$ cat src/hdl/ps2ct_pkg.sv
package ps2ct_pkg;

    // field widths fixed by the packet format and register map
    localparam int BYTE_BITS  = 8;
    localparam int LIMIT_BITS = 12;
    localparam int OUT_BITS   = 12;
    localparam int APB_DATA   = 32;
    localparam int APB_ADDR   = 3;

    // byte 0 flag bits
    localparam int SYNC_IDX = 3;
    localparam int LEFT_IDX = 0;

    // register reset values
    localparam logic [LIMIT_BITS-1:0] X_LIMIT_RST = 12'd799;
    localparam logic [LIMIT_BITS-1:0] Y_LIMIT_RST = 12'd599;

    // cursor start position before masking to the coordinate width
    localparam int POS_X_RST = 400;
    localparam int POS_Y_RST = 300;

    // register indexes (byte address 4*i)
    typedef enum logic
    {
        REG_X_LIMIT = 1'b0,
        REG_Y_LIMIT = 1'b1
    } reg_idx_t;

    // position within a packet
    typedef enum logic [1:0]
    {
        PH_HEAD = 2'd0,
        PH_DX   = 2'd1,
        PH_DY   = 2'd2
    } phase_t;

endpackage

$ cat src/hdl/ps2ct_if.sv
interface ps2ct_byte_if;
    logic                            valid;
    logic                            ready;
    logic                            from_mouse;
    logic [ps2ct_pkg::BYTE_BITS-1:0] rx_byte;

    modport source (output valid, output from_mouse, output rx_byte, input ready);
    modport sink   (input valid, input from_mouse, input rx_byte, output ready);
endinterface

interface ps2ct_cursor_if;
    logic                           valid;
    logic                           ready;
    logic [ps2ct_pkg::OUT_BITS-1:0] cursor_x;
    logic [ps2ct_pkg::OUT_BITS-1:0] cursor_y;
    logic                           left_down;

    modport source (output valid, output cursor_x, output cursor_y, output left_down,
                    input ready);
    modport sink   (input valid, input cursor_x, input cursor_y, input left_down,
                    output ready);
endinterface

$ cat src/hdl/ps2ct_axis.sv
module ps2ct_axis #(
    parameter int COORD_BITS = 12
) (
    input  logic [COORD_BITS-1:0]            pos,
    input  logic [ps2ct_pkg::BYTE_BITS-1:0]  delta,
    input  logic                             negate,
    input  logic [ps2ct_pkg::LIMIT_BITS-1:0] limit,
    output logic [COORD_BITS-1:0]            new_pos,
    output logic [COORD_BITS-1:0]            lim_pos
);
    import ps2ct_pkg::*;

    localparam int W = COORD_BITS + 2;

    logic [15:0]  lim16;
    logic [W-1:0] pos_e;
    logic [W-1:0] delta_e;
    logic [W-1:0] lim_e;
    logic [W-1:0] sum;

    // limit masked to the coordinate width
    assign lim16   = 16'(limit);
    assign lim_pos = lim16[COORD_BITS-1:0];

    assign pos_e   = {2'b00, pos};
    assign delta_e = {{(W-BYTE_BITS){delta[BYTE_BITS-1]}}, delta};
    assign lim_e   = {2'b00, lim_pos};

    // two spare bits: no overflow, and -(-128) comes out as +128
    assign sum = negate ? (pos_e - delta_e) : (pos_e + delta_e);

    always_comb
    begin
        if (sum[W-1])
            new_pos = '0;
        else if (sum > lim_e)
            new_pos = lim_pos;
        else
            new_pos = sum[COORD_BITS-1:0];
    end

endmodule

$ cat src/hdl/ps2_mouse_packet_cursor_tracker.sv
// Channel     Dir  Fields                          Word
// in_byte     in   from_mouse, rx_byte             one received byte
// out_cursor  out  cursor_x, cursor_y, left_down   cursor after a full packet
// apb         in   x_limit @0x0, y_limit @0x4      limit registers
//
// One word per cycle sustained unless a stalled result blocks it. A byte is
// registered on acceptance and the packet step runs from that register; on
// a third byte the step loads the result register.
// rst_n clears the phase, valids, limits (799/599) and cursor (400,300).
// A stalled result holds the input register only once a third byte is
// waiting behind it; other bytes keep flowing.
module ps2_mouse_packet_cursor_tracker #(
    parameter int COORD_BITS = 12
) (
    input  logic                             clk,
    input  logic                             rst_n,
    ps2ct_byte_if.sink                       in_byte,
    ps2ct_cursor_if.source                   out_cursor,
    input  logic                             psel,
    input  logic                             penable,
    input  logic                             pwrite,
    input  logic [ps2ct_pkg::APB_ADDR-1:0]   paddr,
    input  logic [ps2ct_pkg::APB_DATA-1:0]   pwdata,
    output logic [ps2ct_pkg::APB_DATA-1:0]   prdata,
    output logic                             pready
);
    import ps2ct_pkg::*;

    localparam logic [COORD_BITS-1:0] X_RST = COORD_BITS'(POS_X_RST);
    localparam logic [COORD_BITS-1:0] Y_RST = COORD_BITS'(POS_Y_RST);

    // limit registers
    logic [LIMIT_BITS-1:0] x_limit_reg;
    logic [LIMIT_BITS-1:0] y_limit_reg;
    reg_idx_t              cfg_idx;
    logic                  cfg_wr;

    // input register
    logic                  in_vld_reg;
    logic                  in_flag_reg;
    logic [BYTE_BITS-1:0]  in_byte_reg;

    // packet state
    phase_t                phase_reg;
    phase_t                phase_next;
    logic                  held_left_reg;
    logic [BYTE_BITS-1:0]  held_dx_reg;
    logic [COORD_BITS-1:0] pos_x_reg;
    logic [COORD_BITS-1:0] pos_y_reg;

    // result register
    logic                  out_vld_reg;
    logic [OUT_BITS-1:0]   out_x_reg;
    logic [OUT_BITS-1:0]   out_y_reg;
    logic                  out_left_reg;

    logic                  emit;
    logic                  advance;
    logic [COORD_BITS-1:0] new_x;
    logic [COORD_BITS-1:0] new_y;
    logic [COORD_BITS-1:0] lim_x;
    logic [COORD_BITS-1:0] lim_y;
    logic [15:0]           new_x16;
    logic [15:0]           new_y16;

    // ---- APB ----
    assign pready  = 1'b1;
    assign cfg_idx = reg_idx_t'(paddr[2]);
    assign cfg_wr  = psel && penable && pwrite && pready;

    always_ff @(posedge clk or negedge rst_n)
    begin
        if (!rst_n)
        begin
            x_limit_reg <= X_LIMIT_RST;
            y_limit_reg <= Y_LIMIT_RST;
        end
        else if (cfg_wr)
        begin
            case (cfg_idx)
                REG_X_LIMIT: x_limit_reg <= pwdata[LIMIT_BITS-1:0];
                REG_Y_LIMIT: y_limit_reg <= pwdata[LIMIT_BITS-1:0];
                default:     x_limit_reg <= x_limit_reg;
            endcase
        end
    end

    always_comb
    begin
        case (cfg_idx)
            REG_X_LIMIT: prdata = APB_DATA'(x_limit_reg);
            REG_Y_LIMIT: prdata = APB_DATA'(y_limit_reg);
            default:     prdata = '0;
        endcase
    end

    // ---- packet step ----
    // only a mouse byte in the Y phase produces a result
    assign emit    = in_vld_reg && in_flag_reg && (phase_reg == PH_DY);
    // the held word retires unless its result has nowhere to go
    assign advance = in_vld_reg && (!emit || !out_vld_reg || out_cursor.ready);
    assign in_byte.ready = !in_vld_reg || advance;

    always_ff @(posedge clk or negedge rst_n)
    begin
        if (!rst_n)
            in_vld_reg <= 1'b0;
        else if (in_byte.ready)
            in_vld_reg <= in_byte.valid;
    end

    always_ff @(posedge clk)
    begin
        if (in_byte.ready && in_byte.valid)
        begin
            in_flag_reg <= in_byte.from_mouse;
            in_byte_reg <= in_byte.rx_byte;
        end
    end

    always_comb
    begin
        phase_next = phase_reg;
        if (in_vld_reg && in_flag_reg)
        begin
            case (phase_reg)
                PH_HEAD: phase_next = in_byte_reg[SYNC_IDX] ? PH_DX : PH_HEAD;
                PH_DX:   phase_next = PH_DY;
                PH_DY:   phase_next = PH_HEAD;
                default: phase_next = PH_HEAD;
            endcase
        end
    end

    ps2ct_axis #(.COORD_BITS(COORD_BITS)) u_axis_x (
        .pos     (pos_x_reg),
        .delta   (held_dx_reg),
        .negate  (1'b0),
        .limit   (x_limit_reg),
        .new_pos (new_x),
        .lim_pos (lim_x)
    );

    // screen Y grows downward, mouse Y grows upward
    ps2ct_axis #(.COORD_BITS(COORD_BITS)) u_axis_y (
        .pos     (pos_y_reg),
        .delta   (in_byte_reg),
        .negate  (1'b1),
        .limit   (y_limit_reg),
        .new_pos (new_y),
        .lim_pos (lim_y)
    );

    assign new_x16 = 16'(new_x);
    assign new_y16 = 16'(new_y);

    always_ff @(posedge clk or negedge rst_n)
    begin
        if (!rst_n)
        begin
            phase_reg     <= PH_HEAD;
            held_left_reg <= 1'b0;
            held_dx_reg   <= '0;
            pos_x_reg     <= X_RST;
            pos_y_reg     <= Y_RST;
        end
        else if (advance)
        begin
            phase_reg <= phase_next;
            if (in_flag_reg && phase_reg == PH_HEAD && in_byte_reg[SYNC_IDX])
                held_left_reg <= in_byte_reg[LEFT_IDX];
            if (in_flag_reg && phase_reg == PH_DX)
                held_dx_reg <= in_byte_reg;
            if (emit)
            begin
                pos_x_reg <= new_x;
                pos_y_reg <= new_y;
            end
        end
    end

    // ---- result register ----
    always_ff @(posedge clk or negedge rst_n)
    begin
        if (!rst_n)
            out_vld_reg <= 1'b0;
        else if (advance && emit)
            out_vld_reg <= 1'b1;
        else if (out_cursor.ready)
            out_vld_reg <= 1'b0;
    end

    always_ff @(posedge clk)
    begin
        if (advance && emit)
        begin
            out_x_reg    <= new_x16[OUT_BITS-1:0];
            out_y_reg    <= new_y16[OUT_BITS-1:0];
            out_left_reg <= held_left_reg;
        end
    end

    assign out_cursor.valid     = out_vld_reg;
    assign out_cursor.cursor_x  = out_x_reg;
    assign out_cursor.cursor_y  = out_y_reg;
    assign out_cursor.left_down = out_left_reg;

`ifndef SYNTHESIS
    // a waiting byte is not lost or altered while the step is blocked
    a_hold_in: assert property (@(posedge clk) disable iff (!rst_n)
        in_vld_reg && !advance |=> in_vld_reg && $stable(in_byte_reg))
        else $error("held byte changed while blocked");

    // cursor never lands outside its limit after a move
    a_x_in_range: assert property (@(posedge clk) disable iff (!rst_n)
        advance && emit |=> pos_x_reg <= lim_x)
        else $error("cursor x above limit");

    a_y_in_range: assert property (@(posedge clk) disable iff (!rst_n)
        advance && emit |=> pos_y_reg <= lim_y)
        else $error("cursor y above limit");

    // a result only leaves once taken
    a_out_taken: assert property (@(posedge clk) disable iff (!rst_n)
        $fell(out_vld_reg) |-> $past(out_cursor.ready))
        else $error("result dropped");
`endif

endmodule

$ cat src/flat_wrapper.sv
// flat-port wrapper written by rule: the top's interface ports become plain ports
module ps2_mouse_packet_cursor_tracker_flat import ps2ct_pkg::*;
#(
    parameter int COORD_BITS = 12
)
  (clk, rst_n, psel, penable, pwrite, paddr, pwdata, prdata, pready, in_byte_valid, in_byte_from_mouse, in_byte_rx_byte, in_byte_ready, out_cursor_valid, out_cursor_cursor_x, out_cursor_cursor_y, out_cursor_left_down, out_cursor_ready);
  ps2ct_byte_if in_byte_i ();
  ps2ct_cursor_if out_cursor_i ();
  input  logic clk;
  input  logic rst_n;
  input  logic psel;
  input  logic penable;
  input  logic pwrite;
  input  logic [ps2ct_pkg::APB_ADDR-1:0] paddr;
  input  logic [ps2ct_pkg::APB_DATA-1:0] pwdata;
  output logic [ps2ct_pkg::APB_DATA-1:0] prdata;
  output logic pready;
  input wire logic [$bits(in_byte_i.valid)-1:0] in_byte_valid;
  input wire logic [$bits(in_byte_i.from_mouse)-1:0] in_byte_from_mouse;
  input wire logic [$bits(in_byte_i.rx_byte)-1:0] in_byte_rx_byte;
  output wire logic [$bits(in_byte_i.ready)-1:0] in_byte_ready;
  output wire logic [$bits(out_cursor_i.valid)-1:0] out_cursor_valid;
  output wire logic [$bits(out_cursor_i.cursor_x)-1:0] out_cursor_cursor_x;
  output wire logic [$bits(out_cursor_i.cursor_y)-1:0] out_cursor_cursor_y;
  output wire logic [$bits(out_cursor_i.left_down)-1:0] out_cursor_left_down;
  input wire logic [$bits(out_cursor_i.ready)-1:0] out_cursor_ready;
  assign in_byte_i.valid = in_byte_valid;
  assign in_byte_i.from_mouse = in_byte_from_mouse;
  assign in_byte_i.rx_byte = in_byte_rx_byte;
  assign in_byte_ready = in_byte_i.ready;
  assign out_cursor_valid = out_cursor_i.valid;
  assign out_cursor_cursor_x = out_cursor_i.cursor_x;
  assign out_cursor_cursor_y = out_cursor_i.cursor_y;
  assign out_cursor_left_down = out_cursor_i.left_down;
  assign out_cursor_i.ready = out_cursor_ready;
  ps2_mouse_packet_cursor_tracker #(.COORD_BITS(COORD_BITS)) u_core (.clk(clk), .rst_n(rst_n), .in_byte(in_byte_i), .out_cursor(out_cursor_i), .psel(psel), .penable(penable), .pwrite(pwrite), .paddr(paddr), .pwdata(pwdata), .prdata(prdata), .pready(pready));
endmodule
$ cat config.mk
export PLATFORM = sky130hd
export DESIGN_NAME = ps2_mouse_packet_cursor_tracker_flat
export DESIGN_NICKNAME = d
export VERILOG_FILES = /design/src/hdl/ps2ct_pkg.sv /design/src/hdl/ps2ct_if.sv /design/src/hdl/ps2ct_axis.sv /design/src/hdl/ps2_mouse_packet_cursor_tracker.sv /design/src/flat_wrapper.sv
export SDC_FILE = /design/constraint.sdc
export NUM_CORES = 1
export LEC_CHECK = 0
export BUFFER_PORTS_ARGS = -buffer_cell sky130_fd_sc_hd__buf_2
export CAP_MARGIN = 40
export CORE_MARGIN = 4
export CORE_UTILIZATION = 57
export CTS_CLUSTER_SIZE = 24
export DETAILED_ROUTE_END_ITERATION = 16
export PLACE_DENSITY = 0.81
export SYNTH_ARGS = -nofsm -noshare
export SYNTH_HDL_FRONTEND = slang
export SYNTH_SLANG_ARGS = --single-unit
$ cat constraint.sdc
create_clock -name clk -period 5.85 [get_ports clk]
set_clock_uncertainty 0.1 [all_clocks]
set_input_delay 0.2925 -clock clk [delete_from_list [all_inputs] [get_ports clk]]
set_output_delay 0.2925 -clock clk [all_outputs]
set_load 0.005 [all_outputs]
---- Word-level counts from Yosys, hierarchy flattened ----
Cells that the tools add are included.
storage, ports and cells
  register bits ........................... 95
  bits of input ports ..................... 51
  output and inout bits ................... 60
  logic and storage cells ................. 54
operators by class
  add/subtract/negate cells ............... 2
  $lt $le $gt $ge ......................... 2
  equal/unequal tests ..................... 2
  multiplexer cells ....................... 9
  bitwise operators ....................... 1
  reductions and logical operators ........ 24
operators by type and width
  operator            number
  $pmux 32 s2         1
  $mux 12             4
  $gt 14x12->1        2
  $add 13x8->14       1
  $sub 13x8->14       1
  $reduce_and 2->1    6
  $logic_and 1x1->1   10
  $pmux 2 s2          1
  $logic_not 1->1     3
  $logic_or 1x1->1    3
  $mux 1              3
  $eq 2x1->1 const B  1
  $eq 2x2->1 const B  1
  $logic_not 2->1     1
  $reduce_bool 2->1   1
  $not 1->1           1

---- Depth between registers and ports, before layout ----
Gate-level depths: netlist (run 1).
  word-level depth ........................ 8
  gate-level depth with buffers ........... 18
  gate-level depth less buffers ........... 17

---- Cells and area by module ----
Synthesis (run 1) repeated with hierarchy kept, for this count alone.
second synthesis, totals
  cells, all modules ...................... 608
  area, all modules ....................... 6571.3 µm²
modules (own cells, without submodules)
  module                           times used  cells each  area an instance (µm²)  sequential area each (µm²)
  ps2_mouse_packet_cursor_tracker  1           208         3763.6                  2572.5
  ps2ct_axis                       2           200         1403.8                  0.0

---- Worst setup path after synthesis (run 1) ----
No wires, ideal clock.
  path type ............................... register to register
  from .................................... reg u_core.pos_x_reg[0]
  to ...................................... reg u_core.out_x_reg[0] (netlist: u_core.out_cursor.cursor_x[0]), data pin
  arrival ................................. 4.068 ns
  required time ........................... 5.466 ns
  setup slack ............................. 1.398 ns
  stages on the path, launching flop included .. 19
  path buffers ............................ 2
  clock period less this slack ............ 4.452 ns
  cell sequence ........................... dfrtp_1 > ha_1 > inv_1 > fa_1 > nor2b_1 > o31a_1 > o22ai_4 > or4b_2 > nand3_1 > ha_1 > a21oi_1 > nand2_1 > a211o_1 > a22oi_1 > or4b_1 > clkbuf_2 > buf_6 > o211ai_1 > a21oi_1
on the way
  longest elaborated chain between the ends .. 4
RTL lines
  element                 RTL line                                source
  from (decl)             ps2_mouse_packet_cursor_tracker.sv:48   logic [COORD_BITS-1:0] pos_x_reg;
  from (signal assigned)  ps2_mouse_packet_cursor_tracker.sv:176  pos_x_reg <= new_x;
  $add 13x8->14 (*)       ps2ct_axis.sv:30                        assign sum = negate ? (pos_e - delta_e) : (pos_e + delta_e);
  $gt 14x12->1            ps2ct_axis.sv:36                        else if (sum > lim_e)
  $mux 12                 ps2ct_axis.sv:36
  $mux 12 (*)             ps2ct_axis.sv:34                        if (sum[W-1])
  net u_core.new_x[0]     ps2_mouse_packet_cursor_tracker.sv:59   logic [COORD_BITS-1:0] new_x;
  to (signal assigned)    ps2_mouse_packet_cursor_tracker.sv:197  out_x_reg <= new_x16[OUT_BITS-1:0];
  to (decl)               ps2_mouse_packet_cursor_tracker.sv:53   logic [OUT_BITS-1:0] out_x_reg;
The timed path passes the listed nets; every way through them passes the cells marked *.
A chain may end at the register's enable or synchronous reset.

---- Final worst setup path (run 1) ----
  from .................................... reg u_core.held_dx_reg[0]
  to ...................................... reg u_core.out_x_reg[4] (netlist: u_core.out_cursor.cursor_x[4]), data pin
on the way
  longest elaborated chain between the ends .. 4
RTL lines
  element                 RTL line                                source
  from (decl)             ps2_mouse_packet_cursor_tracker.sv:47   logic [BYTE_BITS-1:0] held_dx_reg;
  from (signal assigned)  ps2_mouse_packet_cursor_tracker.sv:173  held_dx_reg <= in_byte_reg;
  $add 13x8->14 (*)       ps2ct_axis.sv:30
  $gt 14x12->1            ps2ct_axis.sv:36
  $mux 12                 ps2ct_axis.sv:36
  $mux 12 (*)             ps2ct_axis.sv:34
  net u_core.new_x[4]     ps2_mouse_packet_cursor_tracker.sv:59
Marked as above.

==> results of run 1 <==
-- power groups by stage --
stage               Sequential, mW  Clock, mW  Combinational [mW]
detailed placement            1.08          0                2.51
global placement              1.08          0                2.39
global route                  1.09      0.438                2.86
CTS                           1.07      0.406                2.53
finish                        1.08      0.400                2.58
floorplan                     1.03          0                1.99
-- final cells by class --
class / instances / area (µm²)
clock buffers: 13 / 149
multi-input cells: 459 / 3330
fillers: 891 / 3910
well taps: 140 / 175
repair buffers: 82 / 490
clock inverters: 3 / 22.5
flip-flops and latches: 95 / 2570
inverters: 64 / 240
-- cell usage after synthesis (3+ instances only) --
| cell type | instances | area, µm² |
|---|---|---|
| o211a_1 | 4 | 40.0 |
| o21ai_0 | 28 | 140 |
| clkbuf_1 | 14 | 52.6 |
| nor2_1 | 32 | 120 |
| nand2_1 | 59 | 221 |
| or2_2 | 3 | 18.8 |
| nand2b_1 | 4 | 25.0 |
| a31oi_1 | 7 | 43.8 |
| edfxtp_1 | 34 | 1020 |
| o21a_1 | 3 | 22.5 |
| dfstp_2 | 20 | 526 |
| xor2_1 | 3 | 26.3 |
| o211ai_1 | 22 | 165 |
| a21oi_1 | 41 | 205 |
| a32oi_1 | 5 | 43.8 |
| mux2_2 | 32 | 360 |
| buf_4 | 22 | 165 |
| nor3_1 | 9 | 45.0 |
| and3_1 | 4 | 25.0 |
| nand3_1 | 15 | 75.1 |
| o21bai_1 | 4 | 30.0 |
| a21o_1 | 5 | 37.5 |
| nand4_1 | 6 | 37.5 |
| ha_1 | 50 | 626 |
| dfrtp_1 | 41 | 1030 |
| buf_2 | 5 | 25.0 |
| a21boi_0 | 3 | 22.5 |
| nor3b_1 | 4 | 30.0 |
| xnor2_1 | 14 | 123 |
| buf_1 | 3 | 11.3 |
| a211oi_1 | 3 | 22.5 |
| inv_1 | 63 | 236 |
| nor2b_1 | 4 | 25.0 |
| o31ai_1 | 14 | 105 |
| nor4_1 | 3 | 18.8 |
| o2111ai_1 | 11 | 96.3 |
-- metal layers --
layer / part of all wire, % / global-route usage (%) / vias to the layer above
met3: 7.5 / 5.20 / 28
met1: 41 / 32.8 / 2533
met5: 0 / 0 / -
met4: 1.7 / 8.09 / 0
li1: - / - / 2455
met2: 50 / 41.5 / 211
-- worst max-delay path: stages (launching register included) --
cell      delay, ns
dfrtp_1        0.36
ha_1           0.18
inv_1          0.06
fa_1           0.40
nor2b_1        0.17
o31a_1         0.28
o22ai_4        0.15
or4b_2         0.62
nand3_1        0.20
ha_1           0.29
a21oi_1        0.14
nand2_1        0.07
a211o_1        0.31
a22oi_1        0.38
or4b_1         0.87
o211ai_1       0.26
a21oi_1        0.13
-- placed cells by master, fill, tap and decap left out, types with 4 or more instances in the layout --
master,instances
o2111ai_1,11
o21ai_0,28
a31oi_1,7
nor3_1,9
inv_1,63
nor2_1,32
dfstp_2,20
nand4_1,6
nor2b_1,4
dlygate4sd3_1,9
o211ai_1,22
nand3_1,15
clkbuf_8,10
conb_1,21
xnor2_1,14
nand2b_1,4
o211a_1,4
ha_1,50
dfrtp_1,41
a21o_1,5
o31ai_1,14
buf_2,67
a32oi_1,5
o21bai_1,4
nor3b_1,4
a21oi_1,41
and3_1,4
nand2_1,59
mux2_2,32
buf_4,5
edfxtp_1,34
-- cells by family (layout without fill, tap and decap cells) --
| family | count (synthesis) | count (layout) | share of synthesized area [%] |
|---|---|---|---|
| simple gates | 158 | 158 | 12.5 |
| buf+inv | 111 | 162 | 8.21 |
| fa+ha+maj | 52 | 52 | 10.5 |
| flops | 95 | 95 | 40.5 |
| mux | 33 | 33 | 5.83 |
| compound gates | 178 | 178 | 20.0 |
| xor+xnor | 17 | 17 | 2.34 |
| other cells | 2 | 21 | 0.118 |
-- final timing paths --
check	endpoint	slack (ns)	start
min in group clk	u_core.in_vld_reg$_DFFE_PN0N_	0.03	in_byte_valid
worst min-delay path	u_core.pos_y_reg[9]$_DFFE_PN0P_	-0.02	rst_n
worst max register to register	u_core.out_cursor.cursor_x[4]$_DFFE_PP_	0.56	u_core.held_dx_reg[0]$_DFFE_PN0P_
worst min register to register	u_core.out_cursor.left_down$_DFFE_PP_	0.38	u_core.held_left_reg$_DFFE_PN0P_
max in group asynchronous	u_core.pos_y_reg[6]$_DFFE_PN0P_	5.15	rst_n
worst max-delay path	u_core.out_cursor.cursor_x[4]$_DFFE_PP_	0.56	u_core.held_dx_reg[0]$_DFFE_PN0P_
-- through the flow --
stage / total power, mW / std cells / util (%) / hold slack [ns]
CTS: 4.01 / 853 / 63.8 / 0.000743
detailed placement: 3.59 / 831 / 61.7 / 0.340
finish: 4.06 / 856 / 64.1 / -0.0185
global route: 4.40 / 856 / 64.1 / 0.0150
floorplan: 3.02 / 665 / - / -0.103
global placement: 3.47 / 830 / 61.5 / 0.331
==> impl_metrics.csv, run 1 <==
group,metric,value,unit
setup_path,worst_ep_arrival_time,5.25,ns
cts,post_cts_resized,0,
power_and_ir_drop,p_sw_share,48.4,%
power_and_ir_drop,internal_power,2.09,mW
global_routing,grt_pass1_vias,5182,
die,start_util,58.4,%
cts,clock_latency,0.37,ns
sta,fin_tns_setup,0,ns
die,ioPinCount,111,
power_and_ir_drop,peakVddDrop,0.000389,V
setup_path,ff2ff_path_depth,16,
cts,cts-root-buf,"clkbuf_8",
synth,syn_area,6350,µm²
setup_path,path_class,"reg2reg",
setup_path,cp_max_fo,23,
status,violations,"negative hold slack",
layout,diodes,0,
drt,vias,5227,
power_and_ir_drop,power_frac_seq,26.5,%
synth,synthCells,646,
global_routing,track_usage,25.0,%
die,die_width,114,µm
die,rows,38,
setup_path,critPathLaunchType,"flip-flop",
worst_hold_path,holdCritPathClass,"in2async",
synth,synth_edf_count,34,
sta,slew_headroom,38.2,%
placement,place_area,6720,µm²
synth,yosys_most_used_dff,"dfrtp_1",
global_routing,grt_overflow_total,0,
layout,drive_above_1_share,21.8,%
sta,rsz0062_at_grt,"false",
synth,synthArstFlopShare,64.2,%
sta,worst_slew_pin_slew,0.920,ns
sta,min_period_over_period,90.4,%
power_and_ir_drop,p_leak,3.14,nW
global_routing,grt_pass1_wl,25700,µm
layout,final_area,6980,µm²
die,core,10900,µm²
drt,drt_iter0_drc,503,
placement,portBuffers,67,
layout,area_growth,9.86,%
placement,dpl.hpwl,11800,µm
synth,synth.distinct_cells,74,
cts,h-tree-depth,3,
placement,gp_congestion,0.904,
status,outcome,"complete, but fails checks",
drt,totalWireLength,15600,µm
synth,syn_area_per_cell,9.84,µm²
sta,max_freq,189,MHz
synth,yosys_warnings,0,
die,die_h,114,µm
global_routing,antenna_found_initial,0,
run,drv_cap,0,
cts,cts_setup_buffers,0,
drt,dr.pass1.iters,6,
die,die-area,12900,µm²
sta,setup_slack,0.563,ns
drt,viasPerCell,6.11,
drt,drc,0,
cts,cts_buffers,9,
sta,hold_slack,-0.0185,ns
power_and_ir_drop,clkPwrFrac,9.9,%
synth,ys_ff_latch,95,
synth,yosysSeqAreaShare,40.5,%
power_and_ir_drop,powerDensity,581,nW/µm²
drt,drtAntennaViolNets,0,
cts,cts_hold_buffers,6,
cts,clkTransAtPathRegs,0.09,ns
power_and_ir_drop,power.share.combinational,63.6,%
sta,period_needed,5.29,ns
global_routing,grt_max_degree,62,
cts,clk_path_buf_depth,2,
setup_path,crit_path_end_kind,"flip-flop",
layout,nets,814,
setup_path,required,5.82,ns
drt,wl_per_cell,18.3,µm
sta,setup_viol,0,
cts,cts.sinks,95,
placement,place_ws,0.627,ns
cts,cts_tree,"built",
sta,hold_violations,12,
sta,maxSlewViolCount,0,
power_and_ir_drop,p_switching,1.96,mW
(Power assumes the default switching activity.)
==> run 2, diff against run 1 <==
==> constraint.sdc (replaced) <==
create_clock -name clk -period 5.56 [get_ports clk]
set_clock_uncertainty 0.1 [all_clocks]
set_input_delay 0.278 -clock clk [delete_from_list [all_inputs] [get_ports clk]]
set_output_delay 0.278 -clock clk [all_outputs]
set_load 0.005 [all_outputs]
==> impl_metrics.csv, run 2 (synthesis results as in run 1) <==
group,metric,value,unit
sta,period_needed,5.19,ns
sta,setup_slack,0.375,ns
cts,clkTransAtPathRegs,0.09,ns
sta,worst_slew_pin_slew,0.922,ns
cts,cts_tree,"built",
global_routing,grt_pass1_wl,26200,µm
setup_path,slowest_delay,0.63,ns
sta,fin_tns_setup,0,ns
setup_path,worst_ep_arrival_time,5.26,ns
sta,hold_violations,0,
drt,drt_iter0_drc,349,
layout,utilization,64.3,%
cts,cts_setup_buffers,0,
layout,nets,816,
die,rows,38,
setup_path,crit_family,"compound AO/OA/AOI/OAI gates",
die,die_width,114,µm
global_routing,grt_pass1_vias,5290,
die,die_h,114,µm
run,drv_cap,0,
cts,cts.sinks,95,
layout,area_growth,10.1,%
worst_hold_path,holdCritPathClass,"in2reg",
setup_path,path_cells,"ha_1, inv_1, fa_1, nor2b_1, o31a_1, o22ai_4, or4b_2, nand3_1, ha_1, a21oi_1, nand2_1, a211o_1, a221o_1, buf_4, nor2_2, o31ai_1, a21oi_1",
cts,clk_path_buf_depth,2,
setup_path,crit_path_end_kind,"flip-flop",
global_routing,grt_overflow_total,0,
global_routing,track_usage,25.4,%
setup_path,cpMaxStageDelayCell,"or4b_2",
cts,clock_latency,0.37,ns
setup_path,critPathLaunchType,"flip-flop",
sta,rsz0062_at_grt,"false",
die,ioPinCount,111,
sta,hold_slack,0.0573,ns
layout,fillerInstances,889,
placement,gp_congestion,0.959,
drt,totalWireLength,15900,µm
setup_path,reg2reg_slack,0.37,ns
drt,drtAntennaViolNets,0,
drt,dr.pass1.iters,6,
setup_path,ff2ff_path_depth,17,
drt,drc,0,
worst_hold_path,hold_start,"pwdata[8]",
global_routing,antenna_found_initial,0,
setup_path,reg2reg_to,"u_core.out_cursor.cursor_x[3]$_DFFE_PP_",
layout,diodes,0,
setup_path,cp_max_fo,15,
layout,layout_commonest_cell,"buf_2",
die,start_util,58.4,%
worst_hold_path,whs_endpoint,"u_core.x_limit_reg[8]$_DFFE_PN1P_",
setup_path,required,5.64,ns
placement,dpl.hpwl,11800,µm
sta,max_freq,193,MHz
drt,vias,5242,
global_routing,grt_max_degree,62,
die,core,10900,µm²
layout,regArea,2570,µm²
layout,drive_above_1_share,22.0,%
cts,cts-root-buf,"clkbuf_8",
die,die-area,12900,µm²
power_and_ir_drop,peakVddDrop,0.000338,V
power_and_ir_drop,p_leak,3.15,nW
drt,wl_per_cell,18.5,µm
sta,min_period_over_period,93.3,%
sta,maxSlewViolCount,0,
setup_path,crit_buf_inv,2,
placement,portBuffers,67,
sta,slew_headroom,38.1,%
drt,viasPerCell,6.11,
worst_hold_path,min_path_cells,2,
cts,h-tree-depth,3,
layout,final_cell_mix,"buf_2 (67), inv_1 (63), nand2_1 (59)",
power_and_ir_drop,powerDensity,611,nW/µm²
status,outcome,"finished, final reports clean",
placement,place_ws,0.304,ns
sta,setup_viol,0,
setup_path,path_class,"reg2reg",
cts,cts_buffers,9,
layout,multi_input_area,3340,µm²
setup_path,r2r_start,"u_core.held_dx_reg[0]$_DFFE_PN0P_",
## run 2: changes by cell type in the layout (fill, tap and decap cells not counted), sizes merged
| cell | delta |
|---|---|
| clkbuf | -2 |
| dlygate4sd3 | +2 |
| inv | +2 |
## run 2: routing by layer
metal | part of all wire [%] | GRT usage (%) | wire [µm] | vias up
li1 | - | - | - | 2459
met1 | 42 | 33.1 | 6650 | 2506
met2 | 48 | 42.1 | 7660 | 230
met3 | 6.9 | 5.89 | 1100 | 47
met4 | 2.8 | 8.57 | 451 | 0
met5 | 0 | 0 | 0 | -
## run 2: through the flow
stage | cells | instance area (µm²) | power (mW)
final | 858 | 7000 | 4.28
after CTS | 857 | 6980 | 4.21
after detailed placement | 831 | 6720 | 3.78
after floorplan | 665 | 6430 | 3.17
after global placement | 830 | 6690 | 3.64
after global routing | 858 | 7000 | 4.63
## run 2: cell type report
class | instances | share of cell area [%]
well taps | 140 | 2.50
multi-input cells | 459 | 47.7
repair buffers | 84 | 7.29
inverters | 64 | 3.43
clock inverters | 5 | 0.465
clock buffers | 11 | 1.88
flip-flops and latches | 95 | 36.8
## run 2: power by group
group	internal, mW	switching, mW
clock network	0.164	0.247
registers	0.987	0.147
logic	1.05	1.68
total	2.21	2.07
## run 2: what timing repair did
action                     4_1_cts  5_1_grt
hold endpoints to repair        25        1
setup endpoints to repair        0       10
resized for setup                0        1
hold buffers                    10        1
## run 2: how the worst max path moves through the flow
stage	startpoint	cells past startpoint	slack [ns]	to
2_1_floorplan	u_core.pos_x_reg[0]$_DFFE_PN0P_	18	1.11	u_core.out_cursor.cursor_x[0]$_DFFE_PP_
3_3_place_gp	u_core.pos_x_reg[0]$_DFFE_PN0P_	16	0.53	u_core.out_cursor.cursor_x[3]$_DFFE_PP_
3_5_place_dp	u_core.held_dx_reg[0]$_DFFE_PN0P_	16	0.30	u_core.out_cursor.cursor_x[4]$_DFFE_PP_
4_1_cts	u_core.held_dx_reg[0]$_DFFE_PN0P_	16	0.26	u_core.out_cursor.cursor_x[4]$_DFFE_PP_
5_1_grt	u_core.held_dx_reg[0]$_DFFE_PN0P_	17	0.07	u_core.out_cursor.cursor_x[3]$_DFFE_PP_
6_report	u_core.held_dx_reg[0]$_DFFE_PN0P_	17	0.37	u_core.out_cursor.cursor_x[3]$_DFFE_PP_
## run 2: worst reg2reg max path: cells and delay by family (launching register included)
| kind | cells | cell delay, ns |
|---|---|---|
| AOI/OAI and AO/OA | 7 | 1.91 |
| and+or+nand+nor | 5 | 1.41 |
| adders and majority gates | 3 | 0.88 |
| DFF | 1 | 0.36 |
| buffers and inverters | 2 | 0.34 |
